<file path="src/hw/rtl/firrb_pkg.sv">
// Shared types and constants for the ring-buffer FIR filter.
`timescale 1ns / 1ps
package firrb_pkg;

  localparam int DATA_W      = 16;   // sample and coefficient width
  localparam int ACC_W       = 32;   // wrapping accumulator width
  localparam int OUT_SHIFT   = 16;   // arithmetic shift applied to the sum
  localparam int DIGIT_W     = 4;    // coefficient bits consumed per cycle
  localparam int DIGIT_LOG   = 2;    // log2 of DIGIT_W
  localparam int NUM_DIGITS  = DATA_W / DIGIT_W;
  localparam int DIG_SEL_W   = 2;    // digit counter width
  localparam int COEF_IDX_W  = 6;
  localparam int TAP_COUNT_W = 7;
  localparam int PADDR_W     = 3;
  localparam int PDATA_W     = 32;

  localparam logic [DIG_SEL_W-1:0]   DIG_FIRST     = '0;
  localparam logic [DIG_SEL_W-1:0]   DIG_LAST      = DIG_SEL_W'(NUM_DIGITS - 1);
  localparam logic [TAP_COUNT_W-1:0] TAP_COUNT_RST = 7'd64;

  // register index taken from paddr[2]
  localparam logic REG_TAP_COUNT = 1'b0;

  // action field codes
  localparam logic ACT_LOAD   = 1'b0;
  localparam logic ACT_SAMPLE = 1'b1;

  typedef enum logic [2:0] {
    ST_CLEAR,
    ST_IDLE,
    ST_PRIME,
    ST_MAC,
    ST_HOLD
  } state_e;

  typedef struct packed {
    logic                 clr;   // zero the accumulator
    logic                 en;    // process one coefficient digit
    logic [DIG_SEL_W-1:0] dig;   // which digit of the coefficient
  } mac_ctl_t;

endpackage

</file>
<file path="src/hw/rtl/firrb_ram.sv">
// Generic single-write, single-read RAM with registered read data.
`timescale 1ns / 1ps
module firrb_ram #(
  parameter int Width = 16,
  parameter int Depth = 64
) (
  input  logic                     clk_i,
  input  logic                     we_i,
  input  logic [$clog2(Depth)-1:0] waddr_i,
  input  logic [Width-1:0]         wdata_i,
  input  logic [$clog2(Depth)-1:0] raddr_i,
  output logic [Width-1:0]         rdata_o
);

  logic [Width-1:0] mem_q [Depth];
  logic [Width-1:0] rdata_q;

  always_ff @(posedge clk_i) begin
    if (we_i) begin
      mem_q[waddr_i] <= wdata_i;
    end
    rdata_q <= mem_q[raddr_i];
  end

  assign rdata_o = rdata_q;

endmodule

</file>
<file path="src/hw/rtl/firrb_mac.sv">
// Digit-serial multiply-accumulate: one 4-bit coefficient digit per cycle.
`timescale 1ns / 1ps
module firrb_mac
  import firrb_pkg::*;
(
  input  logic              clk_i,
  input  mac_ctl_t          ctl_i,
  input  logic [DATA_W-1:0] sample_i,   // ring read data, valid at digit 0
  input  logic [DATA_W-1:0] coef_i,     // coefficient read data, valid at digit 0
  output logic [ACC_W-1:0]  acc_o
);

  logic [DATA_W-1:0]         smp_q, smp_d;
  logic [DATA_W-DIGIT_W-1:0] csh_q, csh_d;
  logic [ACC_W-1:0]          acc_q, acc_d;

  logic [DATA_W-1:0]                smp;
  logic signed [DIGIT_W:0]          dval;
  logic signed [DATA_W+DIGIT_W:0]   pp;
  logic [ACC_W-1:0]                 pp_ext;
  logic [DIG_SEL_W+DIGIT_LOG-1:0]   shamt;

  always_comb begin
    if (ctl_i.dig == DIG_FIRST) begin
      smp   = sample_i;
      dval  = {1'b0, coef_i[DIGIT_W-1:0]};
      csh_d = coef_i[DATA_W-1:DIGIT_W];
    end else begin
      smp   = smp_q;
      csh_d = csh_q >> DIGIT_W;
      // top digit carries the coefficient sign
      if (ctl_i.dig == DIG_LAST) begin
        dval = {csh_q[DIGIT_W-1], csh_q[DIGIT_W-1:0]};
      end else begin
        dval = {1'b0, csh_q[DIGIT_W-1:0]};
      end
    end
    pp     = $signed(smp) * dval;
    pp_ext = ACC_W'(pp);
    shamt  = {ctl_i.dig, {DIGIT_LOG{1'b0}}};
    smp_d  = smp;
    if (ctl_i.clr) begin
      acc_d = '0;
    end else if (ctl_i.en) begin
      acc_d = acc_q + (pp_ext << shamt);
    end else begin
      acc_d = acc_q;
    end
  end

  always_ff @(posedge clk_i) begin
    acc_q <= acc_d;
    if (ctl_i.en) begin
      smp_q <= smp_d;
      csh_q <= csh_d;
    end
  end

  assign acc_o = acc_q;

endmodule

</file>
<file path="src/hw/rtl/fir_filter_ring_buffer_top.sv">
// Top level of the ring-buffer FIR filter: sequencer, memories, MAC and config port.
`timescale 1ns / 1ps
// A load word (action 0) writes one coefficient. A sample word (action 1) is written
// into the sample ring and then filtered over n taps, n being tap_count clamped to
// 1..MAX_TAPS. The digit-serial MAC consumes one 4-bit coefficient digit per cycle,
// after a memory-read prime state and before a result state that waits while an
// earlier result is still unread; no new word is taken until the sample is done.
// The result sits in an output register, so a new word is accepted while a finished
// one waits. After reset a clearing pass zeroes the sample ring, during which no
// word is accepted; configuration writes are taken at any time. Coefficients must
// be loaded before they are used.
module fir_filter_ring_buffer_top
  import firrb_pkg::*;
#(
  parameter int MAX_TAPS = 64
) (
  input  logic                     clk_i,
  input  logic                     rst_ni,
  // configuration port
  input  logic                     psel,
  input  logic                     penable,
  input  logic                     pwrite,
  input  logic [PADDR_W-1:0]       paddr,
  input  logic [PDATA_W-1:0]       pwdata,
  output logic [PDATA_W-1:0]       prdata,
  output logic                     pready,
  // input channel
  input  logic                     in_valid_i,
  output logic                     in_ready_o,
  input  logic                     action_i,
  input  logic [COEF_IDX_W-1:0]    coef_index_i,
  input  logic signed [DATA_W-1:0] coef_value_i,
  input  logic signed [DATA_W-1:0] sample_in_i,
  // output channel
  output logic                     out_valid_o,
  input  logic                     out_ready_i,
  output logic signed [DATA_W-1:0] filtered_out_o
);

  localparam int AW = $clog2(MAX_TAPS);
  localparam int NW = $clog2(MAX_TAPS + 1);
  localparam int CW = (NW > TAP_COUNT_W) ? NW : TAP_COUNT_W;
  localparam int KW = (NW > COEF_IDX_W) ? NW : COEF_IDX_W;
  localparam logic [AW-1:0] CLR_LAST = AW'(MAX_TAPS - 1);

  state_e                 state_q, state_d;
  logic [AW-1:0]          clr_q, clr_d;
  logic [AW-1:0]          wp_q, wp_d;
  logic [AW-1:0]          pos_q, pos_d;
  logic [AW-1:0]          tap_q, tap_d;
  logic [NW-1:0]          n_q, n_d;
  logic                   last_q, last_d;
  logic [DIG_SEL_W-1:0]   dig_q, dig_d;
  logic                   out_valid_q, out_valid_d;
  logic [DATA_W-1:0]      out_q, out_d;
  logic [TAP_COUNT_W-1:0] tap_count_q, tap_count_d;

  logic [CW-1:0]     tc_ext;
  logic [NW-1:0]     n_cur;
  logic [AW-1:0]     ptr;
  logic [NW-1:0]     wp_inc;
  logic [AW-1:0]     wp_next;
  logic [NW-1:0]     pos_inc;
  logic [AW-1:0]     pos_adv;
  logic              coef_ok;
  logic              cfg_wr;

  logic              ring_we;
  logic [AW-1:0]     ring_waddr;
  logic [DATA_W-1:0] ring_wdata;
  logic [DATA_W-1:0] ring_rdata;
  logic              coef_we;
  logic [DATA_W-1:0] coef_rdata;
  logic [ACC_W-1:0]  acc;
  mac_ctl_t          mac_ctl;

  // ---------------------------------------------------------------------------
  // configuration register
  assign pready = 1'b1;
  assign cfg_wr = psel && penable && pwrite && pready && (paddr[2] == REG_TAP_COUNT);
  assign tap_count_d = cfg_wr ? pwdata[TAP_COUNT_W-1:0] : tap_count_q;
  assign prdata = (paddr[2] == REG_TAP_COUNT) ? PDATA_W'(tap_count_q) : '0;

  // taps in use: zero acts as one, large values saturate
  always_comb begin
    tc_ext = CW'(tap_count_q);
    if (tc_ext == '0) begin
      n_cur = NW'(1);
    end else if (tc_ext > CW'(MAX_TAPS)) begin
      n_cur = NW'(MAX_TAPS);
    end else begin
      n_cur = NW'(tc_ext);
    end
  end

  assign ptr     = (NW'(wp_q) >= n_cur) ? '0 : wp_q;
  assign wp_inc  = NW'(ptr) + NW'(1);
  assign wp_next = (wp_inc == n_cur) ? '0 : AW'(wp_inc);
  assign pos_inc = NW'(pos_q) + NW'(1);
  assign pos_adv = (pos_inc == n_q) ? '0 : AW'(pos_inc);
  assign coef_ok = KW'(coef_index_i) < KW'(MAX_TAPS);

  // ---------------------------------------------------------------------------
  // sequencer
  always_comb begin
    state_d     = state_q;
    clr_d       = clr_q;
    wp_d        = wp_q;
    pos_d       = pos_q;
    tap_d       = tap_q;
    n_d         = n_q;
    last_d      = last_q;
    dig_d       = dig_q;
    out_d       = out_q;
    out_valid_d = out_valid_q && !out_ready_i;
    in_ready_o  = 1'b0;
    ring_we     = 1'b0;
    ring_waddr  = clr_q;
    ring_wdata  = '0;
    coef_we     = 1'b0;
    mac_ctl     = '{clr: 1'b0, en: 1'b0, dig: dig_q};

    unique case (state_q)
      ST_CLEAR: begin
        ring_we = 1'b1;
        clr_d   = clr_q + AW'(1);
        if (clr_q == CLR_LAST) begin
          state_d = ST_IDLE;
        end
      end
      ST_IDLE: begin
        in_ready_o = 1'b1;
        if (in_valid_i) begin
          if (action_i == ACT_LOAD) begin
            coef_we = coef_ok;
          end else begin
            ring_we     = 1'b1;
            ring_waddr  = ptr;
            ring_wdata  = sample_in_i;
            wp_d        = wp_next;
            pos_d       = wp_next;   // oldest sample sits right after the newest
            tap_d       = '0;
            n_d         = n_cur;
            mac_ctl.clr = 1'b1;
            state_d     = ST_PRIME;
          end
        end
      end
      ST_PRIME: begin
        dig_d   = DIG_FIRST;
        state_d = ST_MAC;
      end
      ST_MAC: begin
        mac_ctl.en = 1'b1;
        dig_d      = dig_q + DIG_SEL_W'(1);
        // read data is consumed at the first digit, so the next tap's read can start
        if (dig_q == DIG_FIRST) begin
          last_d = (NW'(tap_q) == (n_q - NW'(1)));
          pos_d  = pos_adv;
          tap_d  = tap_q + AW'(1);
        end
        if (dig_q == DIG_LAST && last_q) begin
          state_d = ST_HOLD;
        end
      end
      ST_HOLD: begin
        if (!out_valid_q || out_ready_i) begin
          out_valid_d = 1'b1;
          out_d       = acc[OUT_SHIFT +: DATA_W];
          state_d     = ST_IDLE;
        end
      end
      default: begin
        state_d = ST_CLEAR;
      end
    endcase
  end

  always_ff @(posedge clk_i or negedge rst_ni) begin
    if (!rst_ni) begin
      state_q     <= ST_CLEAR;
      clr_q       <= '0;
      wp_q        <= '0;
      pos_q       <= '0;
      tap_q       <= '0;
      n_q         <= NW'(1);
      last_q      <= 1'b0;
      dig_q       <= DIG_FIRST;
      out_valid_q <= 1'b0;
      tap_count_q <= TAP_COUNT_RST;
    end else begin
      state_q     <= state_d;
      clr_q       <= clr_d;
      wp_q        <= wp_d;
      pos_q       <= pos_d;
      tap_q       <= tap_d;
      n_q         <= n_d;
      last_q      <= last_d;
      dig_q       <= dig_d;
      out_valid_q <= out_valid_d;
      tap_count_q <= tap_count_d;
    end
  end

  always_ff @(posedge clk_i) begin
    out_q <= out_d;
  end

  assign out_valid_o    = out_valid_q;
  assign filtered_out_o = out_q;

  // ---------------------------------------------------------------------------
  // storage and datapath
  firrb_ram #(
    .Width(DATA_W),
    .Depth(MAX_TAPS)
  ) u_ring (
    .clk_i  (clk_i),
    .we_i   (ring_we),
    .waddr_i(ring_waddr),
    .wdata_i(ring_wdata),
    .raddr_i(pos_q),
    .rdata_o(ring_rdata)
  );

  firrb_ram #(
    .Width(DATA_W),
    .Depth(MAX_TAPS)
  ) u_coef (
    .clk_i  (clk_i),
    .we_i   (coef_we),
    .waddr_i(AW'(coef_index_i)),
    .wdata_i(coef_value_i),
    .raddr_i(tap_q),
    .rdata_o(coef_rdata)
  );

  firrb_mac u_mac (
    .clk_i   (clk_i),
    .ctl_i   (mac_ctl),
    .sample_i(ring_rdata),
    .coef_i  (coef_rdata),
    .acc_o   (acc)
  );

`ifndef NO_ASSERTIONS
  a_sample_starts_run: assert property (@(posedge clk_i) disable iff (!rst_ni)
    (in_valid_i && in_ready_o && action_i == ACT_SAMPLE) |=> state_q == ST_PRIME)
    else $error("sample word did not start a filter run");

  a_wp_in_ring: assert property (@(posedge clk_i) disable iff (!rst_ni)
    (state_q == ST_PRIME) |-> (NW'(wp_q) < n_q))
    else $error("write pointer outside the active ring");

  a_pos_in_ring: assert property (@(posedge clk_i) disable iff (!rst_ni)
    (state_q == ST_MAC) |-> (NW'(pos_q) < n_q))
    else $error("read position outside the active ring");

  a_no_result_overwrite: assert property (@(posedge clk_i) disable iff (!rst_ni)
    (state_q == ST_HOLD && out_valid_q && !out_ready_i) |=> state_q == ST_HOLD)
    else $error("pending result overwritten");
`endif

endmodule
</file>
<file path="config.mk">
export PLATFORM = sky130hd
export DESIGN_NAME = fir_filter_ring_buffer_top
export DESIGN_NICKNAME = d
export VERILOG_FILES = /design/src/hw/rtl/firrb_pkg.sv /design/src/hw/rtl/firrb_ram.sv /design/src/hw/rtl/firrb_mac.sv /design/src/hw/rtl/fir_filter_ring_buffer_top.sv
export SDC_FILE = /design/constraint.sdc
export NUM_CORES = 2
export LEC_CHECK = 0
export BUFFER_PORTS_ARGS = -buffer_cell sky130_fd_sc_hd__buf_2
export CAP_MARGIN = 20
export CORE_UTILIZATION = 45
export DETAILED_ROUTE_END_ITERATION = 10
export SETUP_SLACK_MARGIN = 0.2
export SYNTH_ARGS = -nofsm -noshare
export SYNTH_HDL_FRONTEND = slang
export SYNTH_HIERARCHICAL = 1
export SYNTH_SLANG_ARGS = --single-unit
export TNS_END_PERCENT = 10
</file>
<file path="constraint.sdc">
create_clock -name clk_i -period 16.1 [get_ports clk_i]
set_input_delay 1.61 -clock clk_i [delete_from_list [all_inputs] [get_ports clk_i]]
set_output_delay 1.61 -clock clk_i [all_outputs]
set_load 0.005 [all_outputs]
</file>
==> impl_metrics.toml <==
[run_status]
status = "complete, no violations"

[die]
fp.coreArea_sq_um = 200000
num_rows = 164
start_util_pct = 45.5
top_level_ports = 132
dieWidth_microns = 452
die_area_sq_um = 205000
die_h_microns = 452

[detailed_routing]
firstDrtPassIters = 5
viasPerCell = 5.73
routedWlPerCell_microns = 26.5
drtIter0Drc = 4465
vias = 46000
drc = 0
wl_mm = 213
drtAntennaViolNets = 0

[placed_design]
globalplace.congestion = 0.835
dp_cells = 7615
place_ws_ns = 7.57
port_buffers = 78
hpwl_mm = 125

[sta]
period_needed_ns = 8.52
setup_viol = 0
fmax_ghz = 0.117
hold_viol_final = 0
finalCritPeriodShare_pct = 52.9
slew_headroom_pct = 24.5
tightest_slew_ns = 1.13
fin_ws_ns = 7.58
rsz0062_at_grt = "false"
fin_setup_tns_ns = 0
final_max_slew_viol_count = 0
skew_ns = 0.0816

[grt]
antenna_found_initial = 4
grtUsageTotal_pct = 20.8
grt_max_degree = 92
grt_overflow = 0
grt_pass1_wl_mm = 312
grt_pass1_vias = 46100

[hold_path]
min_path_type = "reg2reg"
hold_start = "u_mac/acc_o[31]"
hold_depth = 0
min_to = "filtered_out_o[15]"

[setup_path]
r2r_cells = 29
path_max_fanout = 36
crit_top_cell = "fa_1"
crit_required_ns = 16.81
slowest_stage = "dfrtp_1"
cp-start-kind = "flop"
critical_path_class = "reg2reg"
crit_path_max_incr_delay_ns = 0.62
ff2ff_setup_slack_ns = 7.58
r2r-end = "u_mac/acc_o[31]"
crit-reg2reg-launch = "dig_q[0]"
worstPathArrival_ns = 9.22
worstSetupEndpointType = "flop"

[final_layout]
multi_input_area_sq_um = 23800
post-route-util_pct = 51.0
nets = 5395
drive_above_1_share_pct = 22.8
seqCellArea_sq_um = 65300
fillerInstances = 16100
area_delta_synth_final_pct = 12.0
finalNonFillerCells = 8035

[yosys]
synth_edf_count = 2092
synth.most_common_cell = "edfxtp_1"
ys_ff_latch = 2201
ys_seq_area_share_pct = 71.5
synthTopCellsByArea = "edfxtp_1 (69%), mux4_2 (11%), mux2i_1 (2.5%)"
syn_avg_cell_area_sq_um = 18.5
synth_top_area_share_pct = 68.9
yosysWarnings = 6
syn_inst = 4928
mappedNetlistArea_sq_um = 91200
ys_async_sr_fraction_pct = 2.04
ys_types = 98
synth_flop_cell = "edfxtp_1"
synth.top_cells.by_count = "edfxtp_1 (2,092), mux4_2 (440), nor2_1 (307)"
synth_top_cell_by_area = "edfxtp_1"

[clock_network]
cts_resized = 0
ctsHoldBuffers = 0
post-cts-setup-buffer-count = 0
clock-root-buffer = "clkbuf_16"
ctsHtreeMaxLevel = 4
tritoncts = "yes"
cts_made_buffers = 219
clkTransAtPathRegs_ns = 0.06
clkLatencyLatePin_ns = 0.86
clkSinkCount = 2201
cts_buffer_depth = 3

[run]
drv_cap = 0
-- sequential cells by signal, indices dropped and copies added, names as in the netlist --
| name | flops |
|---|---|
| u_coef/mem_q | 1024 |
| u_ring/mem_q | 1024 |
| u_mac/acc_o | 32 |
| filtered_out_o | 16 |
| u_coef/rdata_o | 16 |
| u_mac/smp_q | 16 |
| u_ring/rdata_o | 16 |
| u_mac/csh_q | 12 |
| n_q | 7 |
| tap_count_q | 7 |
| clr_q | 6 |
| pos_q | 6 |
| tap_q | 6 |
| wp_q | 6 |
| state_q | 3 |
| dig_q | 2 |
| last_q | 1 |
| out_valid_o | 1 |
-- routing by layer --
layer	vias to the layer above	wire length [microns]	track usage, %
li1	20200	-	-
met1	24200	92600	29.8
met2	1356	103000	33.4
met3	280	12800	3.18
met4	0	4610	5.21
met5	-	0	0
-- metrics by stage --
stage	hold WS [ns]	cell area [sq um]
4_1_cts	0.455	102000
5_1_grt	0.466	102000
2_1_floorplan	0.423	91300
6_report	0.454	102000
3_5_place_dp	0.443	94900
3_3_place_gp	0.432	94900
-- final cells by class --
class	count	share of cell area, %
clock buffer	248	5.49
tap	2656	3.25
timing repair buffer	294	2.02
inverter	132	0.485
multi-input combinational	2334	23.2
clock inverter	163	1.64
antenna	7	0.0171
sequential	2201	63.9
-- worst max-delay path, delay by kind of cell, from the launching register on --
family                   cells  cell delay (ns)
adder cells (fa/ha/maj)      5             2.39
AO/OA/AOI/OAI               11             2.54
flip-flops                   1             0.62
multiplexers                 4             1.10
XOR/XNOR                     1             0.11
buffers and inverters        3             0.82
AND/OR/NAND/NOR              5             0.78
-- how the worst max path moves through the flow --
stage	startpoint	to	depth (start not counted)
after floorplan	dig_q[1]	u_mac/acc_o[31]	30
after global routing	dig_q[0]	u_mac/acc_o[31]	25
after CTS	dig_q[0]	u_mac/acc_o[31]	28
final	dig_q[0]	u_mac/acc_o[31]	29
after global placement	dig_q[0]	u_mac/acc_o[31]	29
after detailed placement	dig_q[0]	u_mac/acc_o[31]	28
-- cells by family after synthesis --
family / synth area share [%]
AO/OA/AOI/OAI: 4.08
flip-flops: 71.5
AND/OR/NAND/NOR: 4.36
XOR/XNOR: 0.735
other: 0.00823
adder cells (fa/ha/maj): 2.23
buffers and inverters: 2.62
multiplexers: 14.5
-- cells in the final DEF, fill, tap and decap left out, types with 50 or more instances in the layout --
cell type and instances:
buf_4 212, nand2_1 194, fa_1 51, ha_1 81, clkbuf_16 220, nand3_1 76, mux4_2 440, edfxtp_1 2092
mux2i_1 226, dfxtp_1 64, mux2_2 71, o21ai_0 63, a22oi_1 82, buf_2 78, clkinv_2 57, xnor2_1 50
nor2_1 305, inv_1 130, a21oi_1 106, nor2b_1 70
Power is not shown: default switching activity piles up to over one toggle a cycle in this logic, so the estimate is an artifact.
